**config.mk**
```make
export PLATFORM = sky130hd
export DESIGN_NAME = neighbor_table_with_aging_flat
export DESIGN_NICKNAME = d
export VERILOG_FILES = /design/src/hdl/nta_pkg.sv /design/src/hdl/nta_in_if.sv /design/src/hdl/nta_out_if.sv /design/src/hdl/nta_mem.sv /design/src/hdl/nta_cmp.sv /design/src/hdl/nta_ctrl.sv /design/src/hdl/neighbor_table_with_aging.sv /design/src/flat_wrapper.sv
export SDC_FILE = /design/constraint.sdc
export NUM_CORES = 1
export LEC_CHECK = 0
export BUFFER_PORTS_ARGS = -buffer_cell sky130_fd_sc_hd__buf_2
export CORE_UTILIZATION = 40
export CTS_BUF_LIST = sky130_fd_sc_hd__clkbuf_4 sky130_fd_sc_hd__clkbuf_8 sky130_fd_sc_hd__clkbuf_16
export DETAILED_ROUTE_END_ITERATION = 16
export SYNTH_ARGS = -nofsm -noshare
export SYNTH_HDL_FRONTEND = slang
export SYNTH_SLANG_ARGS = --single-unit
```
**constraint.sdc**
```tcl
create_clock -name clk -period 5.9 [get_ports clk]
set_input_delay 1.18 -clock clk [delete_from_list [all_inputs] [get_ports clk]]
set_output_delay 1.18 -clock clk [all_outputs]
set_load 0.02 [all_outputs]
```
**src/hdl/nta_pkg.sv**
```systemverilog
// ----------------------------------------------------------------------------
// nta_pkg
// Shared types, reset values and codes of the neighbour table with ageing.
// ----------------------------------------------------------------------------
package nta_pkg;

  localparam int unsigned TABLE_ENTRIES_DEF = 16;

  localparam int unsigned ID_W     = 32;
  localparam int unsigned TIME_W   = 32;
  localparam int unsigned STATUS_W = 2;
  localparam int unsigned FIELD_W  = 5;
  localparam int unsigned CFG_IDX_W  = 1;
  localparam int unsigned CFG_DATA_W = 32;

  localparam logic [TIME_W-1:0] TIMEOUT_RST   = 32'd1000;
  localparam logic              EXPIRY_EN_RST = 1'b1;

  localparam logic [CFG_IDX_W-1:0] CFG_TIMEOUT   = 1'd0;
  localparam logic [CFG_IDX_W-1:0] CFG_EXPIRY_EN = 1'd1;

  localparam logic OP_OBSERVE = 1'b0;
  localparam logic OP_TICK    = 1'b1;

  localparam logic [STATUS_W-1:0] STAT_REFRESHED = 2'd0;
  localparam logic [STATUS_W-1:0] STAT_INSERTED  = 2'd1;
  localparam logic [STATUS_W-1:0] STAT_FULL      = 2'd2;
  localparam logic [STATUS_W-1:0] STAT_TICK      = 2'd3;

  typedef struct packed {
    logic              valid;
    logic [ID_W-1:0]   id;
    logic [TIME_W-1:0] expiry;
  } entry_t;

  typedef struct packed {
    logic match;
    logic expired;
  } cmp_res_t;

  typedef struct packed {
    logic [STATUS_W-1:0] status;
    logic [FIELD_W-1:0]  expired_count;
    logic [FIELD_W-1:0]  neighbor_count;
  } rsp_t;

endpackage

```
**src/hdl/nta_in_if.sv**
```systemverilog
// ----------------------------------------------------------------------------
// nta_in_if
// Request channel: observe or tick, with the neighbour id.
// ----------------------------------------------------------------------------
interface nta_in_if
  import nta_pkg::*;
  ();
  logic            valid;
  logic            ready;
  logic            op;
  logic [ID_W-1:0] neighbor_id;

  modport source (output valid, output op, output neighbor_id, input ready);
  modport sink   (input valid, input op, input neighbor_id, output ready);
endinterface

```
**src/hdl/nta_out_if.sv**
```systemverilog
// ----------------------------------------------------------------------------
// nta_out_if
// Result channel: status, expired count and live neighbour count.
// ----------------------------------------------------------------------------
interface nta_out_if
  import nta_pkg::*;
  ();
  logic                valid;
  logic                ready;
  logic [STATUS_W-1:0] status;
  logic [FIELD_W-1:0]  expired_count;
  logic [FIELD_W-1:0]  neighbor_count;

  modport source (output valid, output status, output expired_count,
                  output neighbor_count, input ready);
  modport sink   (input valid, input status, input expired_count,
                  input neighbor_count, output ready);
endinterface

```
**src/hdl/nta_mem.sv**
```systemverilog
// ----------------------------------------------------------------------------
// nta_mem
// Neighbour table storage, one write and one registered read per cycle.
// ----------------------------------------------------------------------------
module nta_mem
  import nta_pkg::*;
#(
  parameter int unsigned DEPTH = TABLE_ENTRIES_DEF,
  parameter int unsigned AW    = (DEPTH > 1) ? $clog2(DEPTH) : 1
) (
  input  logic          clk,
  input  logic          we,
  input  logic [AW-1:0] waddr,
  input  entry_t        wdata,
  input  logic [AW-1:0] raddr,
  output entry_t        rdata
);

  entry_t mem [DEPTH];
  entry_t rdata_r;

  always_ff @(posedge clk) begin
    if (we) begin
      mem[waddr] <= wdata;
    end
  end

  always_ff @(posedge clk) begin
    rdata_r <= mem[raddr];
  end

  assign rdata = rdata_r;

endmodule

```
**src/hdl/nta_cmp.sv**
```systemverilog
// ----------------------------------------------------------------------------
// nta_cmp
// Shared compare unit: id match and wrap-aware expiry test of one entry.
// ----------------------------------------------------------------------------
module nta_cmp
  import nta_pkg::*;
(
  input  entry_t            ent,
  input  logic [ID_W-1:0]   key,
  input  logic [TIME_W-1:0] now,
  output cmp_res_t          res
);

  logic [TIME_W-1:0] diff;

  assign diff        = now - ent.expiry;
  assign res.match   = ent.valid && (ent.id == key);
  assign res.expired = ent.valid && !diff[TIME_W-1];

endmodule

```
**src/hdl/nta_ctrl.sv**
```systemverilog
// ----------------------------------------------------------------------------
// nta_ctrl
// Sequencer: clearing pass, table scan, commit and result register.
// ----------------------------------------------------------------------------
module nta_ctrl
  import nta_pkg::*;
#(
  parameter int unsigned TABLE_ENTRIES = TABLE_ENTRIES_DEF,
  parameter int unsigned IDX_W = (TABLE_ENTRIES > 1) ? $clog2(TABLE_ENTRIES) : 1,
  parameter int unsigned CNT_W = $clog2(TABLE_ENTRIES + 1)
) (
  input  logic              clk,
  input  logic              rst_n,
  input  logic [TIME_W-1:0] timeout,
  input  logic              expiry_en,
  input  logic              in_valid,
  output logic              in_ready,
  input  logic              in_op,
  input  logic [ID_W-1:0]   in_id,
  output logic              out_valid,
  input  logic              out_ready,
  output rsp_t              out_rsp,
  output logic              mem_we,
  output logic [IDX_W-1:0]  mem_waddr,
  output entry_t            mem_wdata,
  output logic [IDX_W-1:0]  mem_raddr,
  input  entry_t            mem_rdata
);

  localparam logic [2:0] ST_CLEAR  = 3'd0;
  localparam logic [2:0] ST_IDLE   = 3'd1;
  localparam logic [2:0] ST_SCAN   = 3'd2;
  localparam logic [2:0] ST_COMMIT = 3'd3;
  localparam logic [2:0] ST_DONE   = 3'd4;

  localparam logic [CNT_W-1:0] LAST_ADDR = CNT_W'(TABLE_ENTRIES - 1);
  localparam logic [CNT_W-1:0] END_ADDR  = CNT_W'(TABLE_ENTRIES);

  logic [2:0]          state_r,    state_nxt;
  logic [CNT_W-1:0]    addr_r,     addr_nxt;
  logic                rd_vld_r,   rd_vld_nxt;
  logic [IDX_W-1:0]    rd_idx_r,   rd_idx_nxt;
  logic                op_r,       op_nxt;
  logic [ID_W-1:0]     id_r,       id_nxt;
  logic [TIME_W-1:0]   time_r,     time_nxt;
  logic [TIME_W-1:0]   new_exp_r,  new_exp_nxt;
  logic                hit_vld_r,  hit_vld_nxt;
  logic [IDX_W-1:0]    hit_idx_r,  hit_idx_nxt;
  logic                free_vld_r, free_vld_nxt;
  logic [IDX_W-1:0]    free_idx_r, free_idx_nxt;
  logic [CNT_W-1:0]    exp_cnt_r,  exp_cnt_nxt;
  logic [CNT_W-1:0]    live_r,     live_nxt;
  logic [STATUS_W-1:0] status_r,   status_nxt;
  logic                out_vld_r,  out_vld_nxt;
  rsp_t                rsp_r,      rsp_nxt;
  cmp_res_t            cmp;

  nta_cmp u_cmp (
    .ent (mem_rdata),
    .key (id_r),
    .now (time_r),
    .res (cmp)
  );

  always_comb begin
    state_nxt    = state_r;
    addr_nxt     = addr_r;
    rd_vld_nxt   = rd_vld_r;
    rd_idx_nxt   = rd_idx_r;
    op_nxt       = op_r;
    id_nxt       = id_r;
    time_nxt     = time_r;
    new_exp_nxt  = new_exp_r;
    hit_vld_nxt  = hit_vld_r;
    hit_idx_nxt  = hit_idx_r;
    free_vld_nxt = free_vld_r;
    free_idx_nxt = free_idx_r;
    exp_cnt_nxt  = exp_cnt_r;
    live_nxt     = live_r;
    status_nxt   = status_r;
    out_vld_nxt  = out_vld_r;
    rsp_nxt      = rsp_r;
    mem_we       = 1'b0;
    mem_waddr    = rd_idx_r;
    mem_wdata    = '0;
    mem_raddr    = addr_r[IDX_W-1:0];
    in_ready     = (state_r == ST_IDLE);

    if (out_vld_r && out_ready) begin
      out_vld_nxt = 1'b0;
    end

    case (state_r)
      ST_CLEAR: begin
        mem_we    = 1'b1;
        mem_waddr = addr_r[IDX_W-1:0];
        if (addr_r == LAST_ADDR) begin
          addr_nxt  = '0;
          state_nxt = ST_IDLE;
        end else begin
          addr_nxt = addr_r + 1'b1;
        end
      end
      ST_IDLE: begin
        if (in_valid) begin
          op_nxt       = in_op;
          id_nxt       = in_id;
          addr_nxt     = '0;
          rd_vld_nxt   = 1'b0;
          hit_vld_nxt  = 1'b0;
          free_vld_nxt = 1'b0;
          exp_cnt_nxt  = '0;
          new_exp_nxt  = time_r + timeout;
          if (in_op == OP_TICK) begin
            time_nxt = time_r + 1'b1;
          end
          state_nxt = ST_SCAN;
        end
      end
      ST_SCAN: begin
        if (addr_r != END_ADDR) begin
          addr_nxt   = addr_r + 1'b1;
          rd_vld_nxt = 1'b1;
          rd_idx_nxt = addr_r[IDX_W-1:0];
        end else begin
          rd_vld_nxt = 1'b0;
        end
        if (rd_vld_r) begin
          if (op_r == OP_TICK) begin
            if (expiry_en && cmp.expired) begin
              mem_we          = 1'b1;
              mem_waddr       = rd_idx_r;
              mem_wdata       = mem_rdata;
              mem_wdata.valid = 1'b0;
              exp_cnt_nxt     = exp_cnt_r + 1'b1;
            end
          end else begin
            if (cmp.match && !hit_vld_r) begin
              hit_vld_nxt = 1'b1;
              hit_idx_nxt = rd_idx_r;
            end
            if (!mem_rdata.valid && !free_vld_r) begin
              free_vld_nxt = 1'b1;
              free_idx_nxt = rd_idx_r;
            end
          end
        end
        if (addr_r == END_ADDR && !rd_vld_r) begin
          state_nxt = ST_COMMIT;
        end
      end
      ST_COMMIT: begin
        if (op_r == OP_TICK) begin
          live_nxt   = live_r - exp_cnt_r;
          status_nxt = STAT_TICK;
        end else if (hit_vld_r) begin
          mem_we     = 1'b1;
          mem_waddr  = hit_idx_r;
          mem_wdata  = '{valid: 1'b1, id: id_r, expiry: new_exp_r};
          status_nxt = STAT_REFRESHED;
        end else if (free_vld_r) begin
          mem_we     = 1'b1;
          mem_waddr  = free_idx_r;
          mem_wdata  = '{valid: 1'b1, id: id_r, expiry: new_exp_r};
          live_nxt   = live_r + 1'b1;
          status_nxt = STAT_INSERTED;
        end else begin
          status_nxt = STAT_FULL;
        end
        state_nxt = ST_DONE;
      end
      ST_DONE: begin
        if (!out_vld_r || out_ready) begin
          out_vld_nxt            = 1'b1;
          rsp_nxt.status         = status_r;
          rsp_nxt.expired_count  = FIELD_W'(exp_cnt_r);
          rsp_nxt.neighbor_count = FIELD_W'(live_r);
          state_nxt              = ST_IDLE;
        end
      end
      default: begin
        state_nxt = ST_IDLE;
      end
    endcase
  end

  always_ff @(posedge clk) begin
    if (!rst_n) begin
      state_r   <= ST_CLEAR;
      addr_r    <= '0;
      rd_vld_r  <= 1'b0;
      time_r    <= '0;
      live_r    <= '0;
      out_vld_r <= 1'b0;
    end else begin
      state_r   <= state_nxt;
      addr_r    <= addr_nxt;
      rd_vld_r  <= rd_vld_nxt;
      time_r    <= time_nxt;
      live_r    <= live_nxt;
      out_vld_r <= out_vld_nxt;
    end
  end

  always_ff @(posedge clk) begin
    rd_idx_r   <= rd_idx_nxt;
    op_r       <= op_nxt;
    id_r       <= id_nxt;
    new_exp_r  <= new_exp_nxt;
    hit_vld_r  <= hit_vld_nxt;
    hit_idx_r  <= hit_idx_nxt;
    free_vld_r <= free_vld_nxt;
    free_idx_r <= free_idx_nxt;
    exp_cnt_r  <= exp_cnt_nxt;
    status_r   <= status_nxt;
    rsp_r      <= rsp_nxt;
  end

  assign out_valid = out_vld_r;
  assign out_rsp   = rsp_r;

  assert property (@(posedge clk) disable iff (!rst_n)
    live_r <= END_ADDR)
    else $error("live count above table size");

  assert property (@(posedge clk) disable iff (!rst_n)
    (in_valid && in_ready) |=> (state_r == ST_SCAN))
    else $error("accepted request did not start a scan");

  assert property (@(posedge clk) disable iff (!rst_n)
    (state_r == ST_COMMIT && op_r == OP_OBSERVE && !hit_vld_r && free_vld_r)
      |=> (live_r == $past(live_r) + 1'b1))
    else $error("insert did not bump live count");

  assert property (@(posedge clk) disable iff (!rst_n)
    (state_r == ST_COMMIT && op_r == OP_TICK) |-> (exp_cnt_r <= live_r))
    else $error("more entries expired than were live");

endmodule

```
**src/hdl/neighbor_table_with_aging.sv**
```systemverilog
// ----------------------------------------------------------------------------
// neighbor_table_with_aging
// Fixed neighbour table with per-entry expiry on a millisecond tick clock.
// ----------------------------------------------------------------------------
// Each request (observe or tick) is handled by one pass over the table, one
// entry a cycle through the registered read port of the table memory and a
// single shared compare unit; after the scan and commit steps the result is
// registered when the result register is free, and in_req.ready rises again
// in the same cycle; a result still waiting holds the block in its last step
// until it is taken. After reset a clearing pass marks every slot free before
// the first request is taken; configuration writes are taken at any time but
// are meant for idle.
module neighbor_table_with_aging
  import nta_pkg::*;
#(
  parameter int unsigned TABLE_ENTRIES = TABLE_ENTRIES_DEF
) (
  input  logic                  clk,
  input  logic                  rst_n,
  input  logic                  cfg_we,
  input  logic [CFG_IDX_W-1:0]  cfg_idx,
  input  logic [CFG_DATA_W-1:0] cfg_wdata,
  nta_in_if.sink                in_req,
  nta_out_if.source             out_rsp
);

  localparam int unsigned IDX_W = (TABLE_ENTRIES > 1) ? $clog2(TABLE_ENTRIES) : 1;
  localparam int unsigned CNT_W = $clog2(TABLE_ENTRIES + 1);

  logic [TIME_W-1:0] timeout_r;
  logic              expiry_en_r;
  logic              mem_we;
  logic [IDX_W-1:0]  mem_waddr;
  logic [IDX_W-1:0]  mem_raddr;
  entry_t            mem_wdata;
  entry_t            mem_rdata;
  rsp_t              rsp;

  always_ff @(posedge clk) begin
    if (!rst_n) begin
      timeout_r   <= TIMEOUT_RST;
      expiry_en_r <= EXPIRY_EN_RST;
    end else if (cfg_we) begin
      case (cfg_idx)
        CFG_TIMEOUT:   timeout_r   <= cfg_wdata[TIME_W-1:0];
        CFG_EXPIRY_EN: expiry_en_r <= cfg_wdata[0];
        default: begin
        end
      endcase
    end
  end

  nta_mem #(
    .DEPTH (TABLE_ENTRIES),
    .AW    (IDX_W)
  ) u_mem (
    .clk   (clk),
    .we    (mem_we),
    .waddr (mem_waddr),
    .wdata (mem_wdata),
    .raddr (mem_raddr),
    .rdata (mem_rdata)
  );

  nta_ctrl #(
    .TABLE_ENTRIES (TABLE_ENTRIES),
    .IDX_W         (IDX_W),
    .CNT_W         (CNT_W)
  ) u_ctrl (
    .clk       (clk),
    .rst_n     (rst_n),
    .timeout   (timeout_r),
    .expiry_en (expiry_en_r),
    .in_valid  (in_req.valid),
    .in_ready  (in_req.ready),
    .in_op     (in_req.op),
    .in_id     (in_req.neighbor_id),
    .out_valid (out_rsp.valid),
    .out_ready (out_rsp.ready),
    .out_rsp   (rsp),
    .mem_we    (mem_we),
    .mem_waddr (mem_waddr),
    .mem_wdata (mem_wdata),
    .mem_raddr (mem_raddr),
    .mem_rdata (mem_rdata)
  );

  assign out_rsp.status         = rsp.status;
  assign out_rsp.expired_count  = rsp.expired_count;
  assign out_rsp.neighbor_count = rsp.neighbor_count;

endmodule
```
**src/flat_wrapper.sv**
```systemverilog
// flat-port wrapper written by rule: the top's interface ports become plain ports
module neighbor_table_with_aging_flat import nta_pkg::*;
#(
  parameter int unsigned TABLE_ENTRIES = TABLE_ENTRIES_DEF
)
  (clk, rst_n, cfg_we, cfg_idx, cfg_wdata, in_req_valid, in_req_op, in_req_neighbor_id, in_req_ready, out_rsp_valid, out_rsp_status, out_rsp_expired_count, out_rsp_neighbor_count, out_rsp_ready);
  nta_in_if in_req_i ();
  nta_out_if out_rsp_i ();
  input  logic clk;
  input  logic rst_n;
  input  logic cfg_we;
  input  logic [CFG_IDX_W-1:0] cfg_idx;
  input  logic [CFG_DATA_W-1:0] cfg_wdata;
  input wire logic [$bits(in_req_i.valid)-1:0] in_req_valid;
  input wire logic [$bits(in_req_i.op)-1:0] in_req_op;
  input wire logic [$bits(in_req_i.neighbor_id)-1:0] in_req_neighbor_id;
  output wire logic [$bits(in_req_i.ready)-1:0] in_req_ready;
  output wire logic [$bits(out_rsp_i.valid)-1:0] out_rsp_valid;
  output wire logic [$bits(out_rsp_i.status)-1:0] out_rsp_status;
  output wire logic [$bits(out_rsp_i.expired_count)-1:0] out_rsp_expired_count;
  output wire logic [$bits(out_rsp_i.neighbor_count)-1:0] out_rsp_neighbor_count;
  input wire logic [$bits(out_rsp_i.ready)-1:0] out_rsp_ready;
  assign in_req_i.valid = in_req_valid;
  assign in_req_i.op = in_req_op;
  assign in_req_i.neighbor_id = in_req_neighbor_id;
  assign in_req_ready = in_req_i.ready;
  assign out_rsp_valid = out_rsp_i.valid;
  assign out_rsp_status = out_rsp_i.status;
  assign out_rsp_expired_count = out_rsp_i.expired_count;
  assign out_rsp_neighbor_count = out_rsp_i.neighbor_count;
  assign out_rsp_i.ready = out_rsp_ready;
  neighbor_table_with_aging #(.TABLE_ENTRIES(TABLE_ENTRIES)) u_core (.clk(clk), .rst_n(rst_n), .cfg_we(cfg_we), .cfg_idx(cfg_idx), .cfg_wdata(cfg_wdata), .in_req(in_req_i), .out_rsp(out_rsp_i));
endmodule
```
==> results.txt <==
- Sequential cells burn 49.0% of the power.
* Share of layout cells above drive strength 1: 25.86%
* Average wire per cell in the routed design: 25.54 microns
- Hold crit path type: register to register
- Number of sinks on the clock net: 1,283
- The H-tree was split into 4 levels.
- In this run the clock root is driven by a sky130_fd_sc_hd__clkbuf_16.
* Slowest cell on the critical path: sky130_fd_sc_hd__buf_4
- Setup repair after global routing left no endpoint under its margin.
- Gate Count Post-Synth: 2,527
* Total power density per cell area: 411.0 mW/mm^2
* Wire length of the first global-routing pass: 167,300 microns
* Area share of the leading cell type in the synthesized netlist: 67.70%
- The initialized floorplan defines 129 standard-cell rows.
- Yosys mapped the design onto 68 distinct sky130hd cell types.
- Maximum capacitance violations: 0
- Cell internal power was estimated by the tool at 17.75 mW.
- Final Cycle Share: 79.73%
- Antenna violations before repair: 0
- Setup TNS after final layout: 0 ns
- Number of buffers added by the clock tree synthesis step: 132
- Arrival time worst endpoint: 5.16 ns
- Clock transition at the registers of the reported paths: 0.06 ns
- The critical path in this run is classified as register to register.
* Cell count after placement: 4,174
- Effective utilization at floorplan: 40.56%
- Hold is met by 0.4290 ns.
- Ranked by total cell area, the synthesized netlist is headed by sky130_fd_sc_hd__edfxtp_1, sky130_fd_sc_hd__mux4_2, sky130_fd_sc_hd__dfxtp_1.
- Placed cell area: 0.05319 sq mm
- Clock Skew: 0.03237 ns
- After clock tree synthesis, the flow added hold-fix buffers numbering 0.
* Highest ir drop seen on vdd: 0.2649 mV
- Setup violations remaining at the end of the flow were counted as 0.
- The count of nets left with antenna violations once routing finished came out at 0.
- The repair_antennas step left the layout with diodes totalling 0.
* Layout fillers: 10,190
* Syn Nets: 2,671
- Relative contribution of combinational cells to total power: 15.6%
* DRT Wirelength: 112,800 microns
* Pre-CTS setup slack: 1.148 ns
- Via/cell ratio: 5.571
- For this design the total switching power over the nets is 5.934 mW.
- Final total power: 23.69 mW
- For the pin with the worst max-slew slack, the measured transition is 1.145 ns.
- During I/O placement, the number of pins put on the boundary was 85.
- Part of the power in the clock network: 35.4%
* Total GRT Usage: 17.95%
- Entering global routing, the biggest net connects 145 pins.
- The longest clock path from root to sink contains 3 buffers.
- The later pin in the worst-skew pair is clocked with a latency of 0.75 ns.
* Number of hold violations in the final report: 0
- In the routed design, unresolved DRC markers number 0.
- Most common cell in the synthesized netlist: sky130_fd_sc_hd__edfxtp_1
- The analysis attributes to cell leakage a power of 18.00 nW.
- The via count of the first global-routing pass was 25,580.
- Data on the critical path is required at its endpoint by 6.36 ns.
- For the finished layout, the period the worst path requires is 4.704 ns.
- After synthesis, flip-flops and latches occupy 73.45% of the total area.
- Category of the worst setup path launch point: register
- Status: complete, no violations
- Traced cell by cell, the critical path runs through inv_1 -> ha_1 -> nand4_1 -> nor2_1 -> nand3_1 -> or4_1 -> o21ba_2 -> mux2i_4 -> buf_4 -> a22o_1.
- GRT Residual Overflow: 0
- Commonest register cell after synthesis: sky130_fd_sc_hd__edfxtp_1
- Detailed routing inserted a total of 24,610 vias.
* Cell area after technology mapping: 0.05047 sq mm
- In this run the standard cell core region covers 0.1244 sq mm.
* Post-layout nets: 2,815
- Maximum clock rate: 0.2126 GHz
- The Yosys step of the flow raised 0 warnings.
* Yosys top cell by area: sky130_fd_sc_hd__edfxtp_1
- Of all nets on the critical path, the largest fanout is 55.
- Final Max Slew Viols: 0
- The floorplan step set the die height to 357.2 microns.
- Counting flops with an async set or reset pin after synthesis yields a share of 0%.
* DIE WIDTH: 357.2 microns
- Together, buffers and inverters on the worst path number 2.
- Buffers added to address setup during post-CTS repair amount to 0.
* Detailed Routing Iterations Pass 1: 5
- Measured against its own limit, the worst slew margin works out to 23.35%.
- Resized Gates After CTS: 0
- TritonCTS clock tree: built
- At the end of the flow the core is filled with cells to 46.31%.
* Post-synthesis to final-layout area growth: 14.19%
- Full die area: 0.1276 sq mm
* Worst-case setup margin in the final layout: 1.196 ns
* CP Capture Type: register
- Average footprint of a synthesized cell: 19.97 sq um
- Routability-driven placement finished with a final weighted congestion of 0.7983.
- Input and output buffers added on the ports amount to 84.
- Flip-flop and latch count after synthesis: 1,283
* Highest cell delay on the worst timing path: 0.91 ns
- Net switching is 25.05% of the power.
- Finished layout cell area: 0.05764 sq mm
- Cell types with the highest counts after synthesis: sky130_fd_sc_hd__edfxtp_1, sky130_fd_sc_hd__mux4_2, sky130_fd_sc_hd__dfxtp_1, sky130_fd_sc_hd__nand2_1, sky130_fd_sc_hd__clkbuf_1
- The synthesized design contains 1,138 enable-type register cells.
* Detailed placer's ending HPWL: 63,570 microns
* Family with the most delay on the worst path: simple AND/OR/NAND/NOR gates
- For this block, the initial DRC count from the detailed router was 2,165.
- Final instance count without filler cells: 4,417
flip-flops by register name (all words and copies together) (netlist names), 2 cells and up:
signal                    cells
u_core.u_ctrl.exp_cnt_r       5
u_core.u_ctrl.live_r          5
u_core.u_ctrl.hit_idx_r       4
u_core.u_ctrl.free_idx_r      4
u_core.u_ctrl.state_r         3
u_core.u_ctrl.id_r           32
u_core.u_ctrl.time_r         32
u_core.u_mem.mem           1040
u_core.u_ctrl.out_rsp        12
u_core.u_ctrl.rd_idx_r        4
u_core.u_ctrl.new_exp_r      32
u_core.u_ctrl.status_r        2
u_core.u_mem.rdata           65
u_core.u_ctrl.addr_r          5
u_core.timeout_r             32
final timing paths:
path	to	depth (start not counted)	slack (ns)	startpoint
setup / recovery	u_core.u_mem.mem[7][38]	10	1.20	u_core.u_mem.rdata[22]
hold / removal	u_core.u_ctrl.out_rsp[10]	0	0.43	u_core.u_ctrl.status_r[0]
setup reg to reg	u_core.u_mem.mem[7][38]	10	1.20	u_core.u_mem.rdata[22]
hold reg to reg	u_core.u_ctrl.out_rsp[10]	0	0.43	u_core.u_ctrl.status_r[0]
cells in the final DEF (no fill, tap or decap), drive strengths merged, types with 4 or more instances in the layout:
cell | synthesis | routed
edfxtp | 1138 | 1138
mux4 | 325 | 325
clkbuf | 72 | 182
dfxtp | 145 | 145
buf | 44 | 126
nand2 | 103 | 103
ha | 71 | 71
a22o | 64 | 64
inv | 56 | 64
nor2 | 52 | 52
xnor2 | 49 | 49
xor2 | 45 | 45
clkinv | 0 | 43
a21oi | 38 | 38
a21boi | 37 | 37
nand3 | 32 | 32
and2 | 28 | 28
a21o | 25 | 25
o21ai | 22 | 22
nor2b | 17 | 17
o311a | 16 | 16
and3 | 15 | 15
nand4 | 15 | 15
nand2b | 10 | 10
bufinv | 0 | 9
nor3 | 9 | 9
o21a | 8 | 8
o21bai | 8 | 8
or3 | 8 | 8
nor4 | 7 | 7
a31oi | 6 | 6
o31ai | 5 | 5
o221ai | 5 | 5
o211ai | 4 | 4
a211oi | 4 | 4
or2 | 4 | 4
mux2i | 4 | 4
cell families after synthesis:
| logic type | count (synthesis) | share of synthesized area (%) |
|---|---|---|
| AO/OA/AOI/OAI | 267 | 4.011 |
| flip-flops | 1283 | 73.45 |
| adder cells (fa/ha/maj) | 73 | 1.839 |
| XOR/XNOR | 94 | 1.631 |
| AND/OR/NAND/NOR | 309 | 3.076 |
| multiplexers | 329 | 14.61 |
| buffers and inverters | 172 | 1.383 |
layout make-up:
cell class / count / area [sq um] / area share [%]
flip-flops and latches: 1283 / 37090 / 64.35
inverters: 56 / 214.0 / 0.3712
clock inverters: 61 / 678.2 / 1.177
well taps: 1637 / 2048 / 3.554
multi-input cells: 1072 / 12890 / 22.36
clock buffers: 182 / 3766 / 6.534
repair buffers: 126 / 948.4 / 1.646
per-layer routing:
metal  vias to the layer above  GRT usage [%]  wire (microns)
met2                       718          29.26           54860
met4                         0          5.043            2213
li1                      10640              -               -
met5                         -              0               0
met3                       144          3.061            6546
met1                     13100          24.89           49200
power by group through the flow:
stage          Sequential, mW  Clock (mW)  Combinational, mW
3_5_place_dp             11.8           0               3.77
5_1_grt                  11.7        8.89               3.96
2_1_floorplan            11.5           0               2.65
6_report                 11.6        8.38               3.69
4_1_cts                  11.6        8.55               3.79
3_3_place_gp             11.8           0               3.75
(Power assumes the default switching activity.)
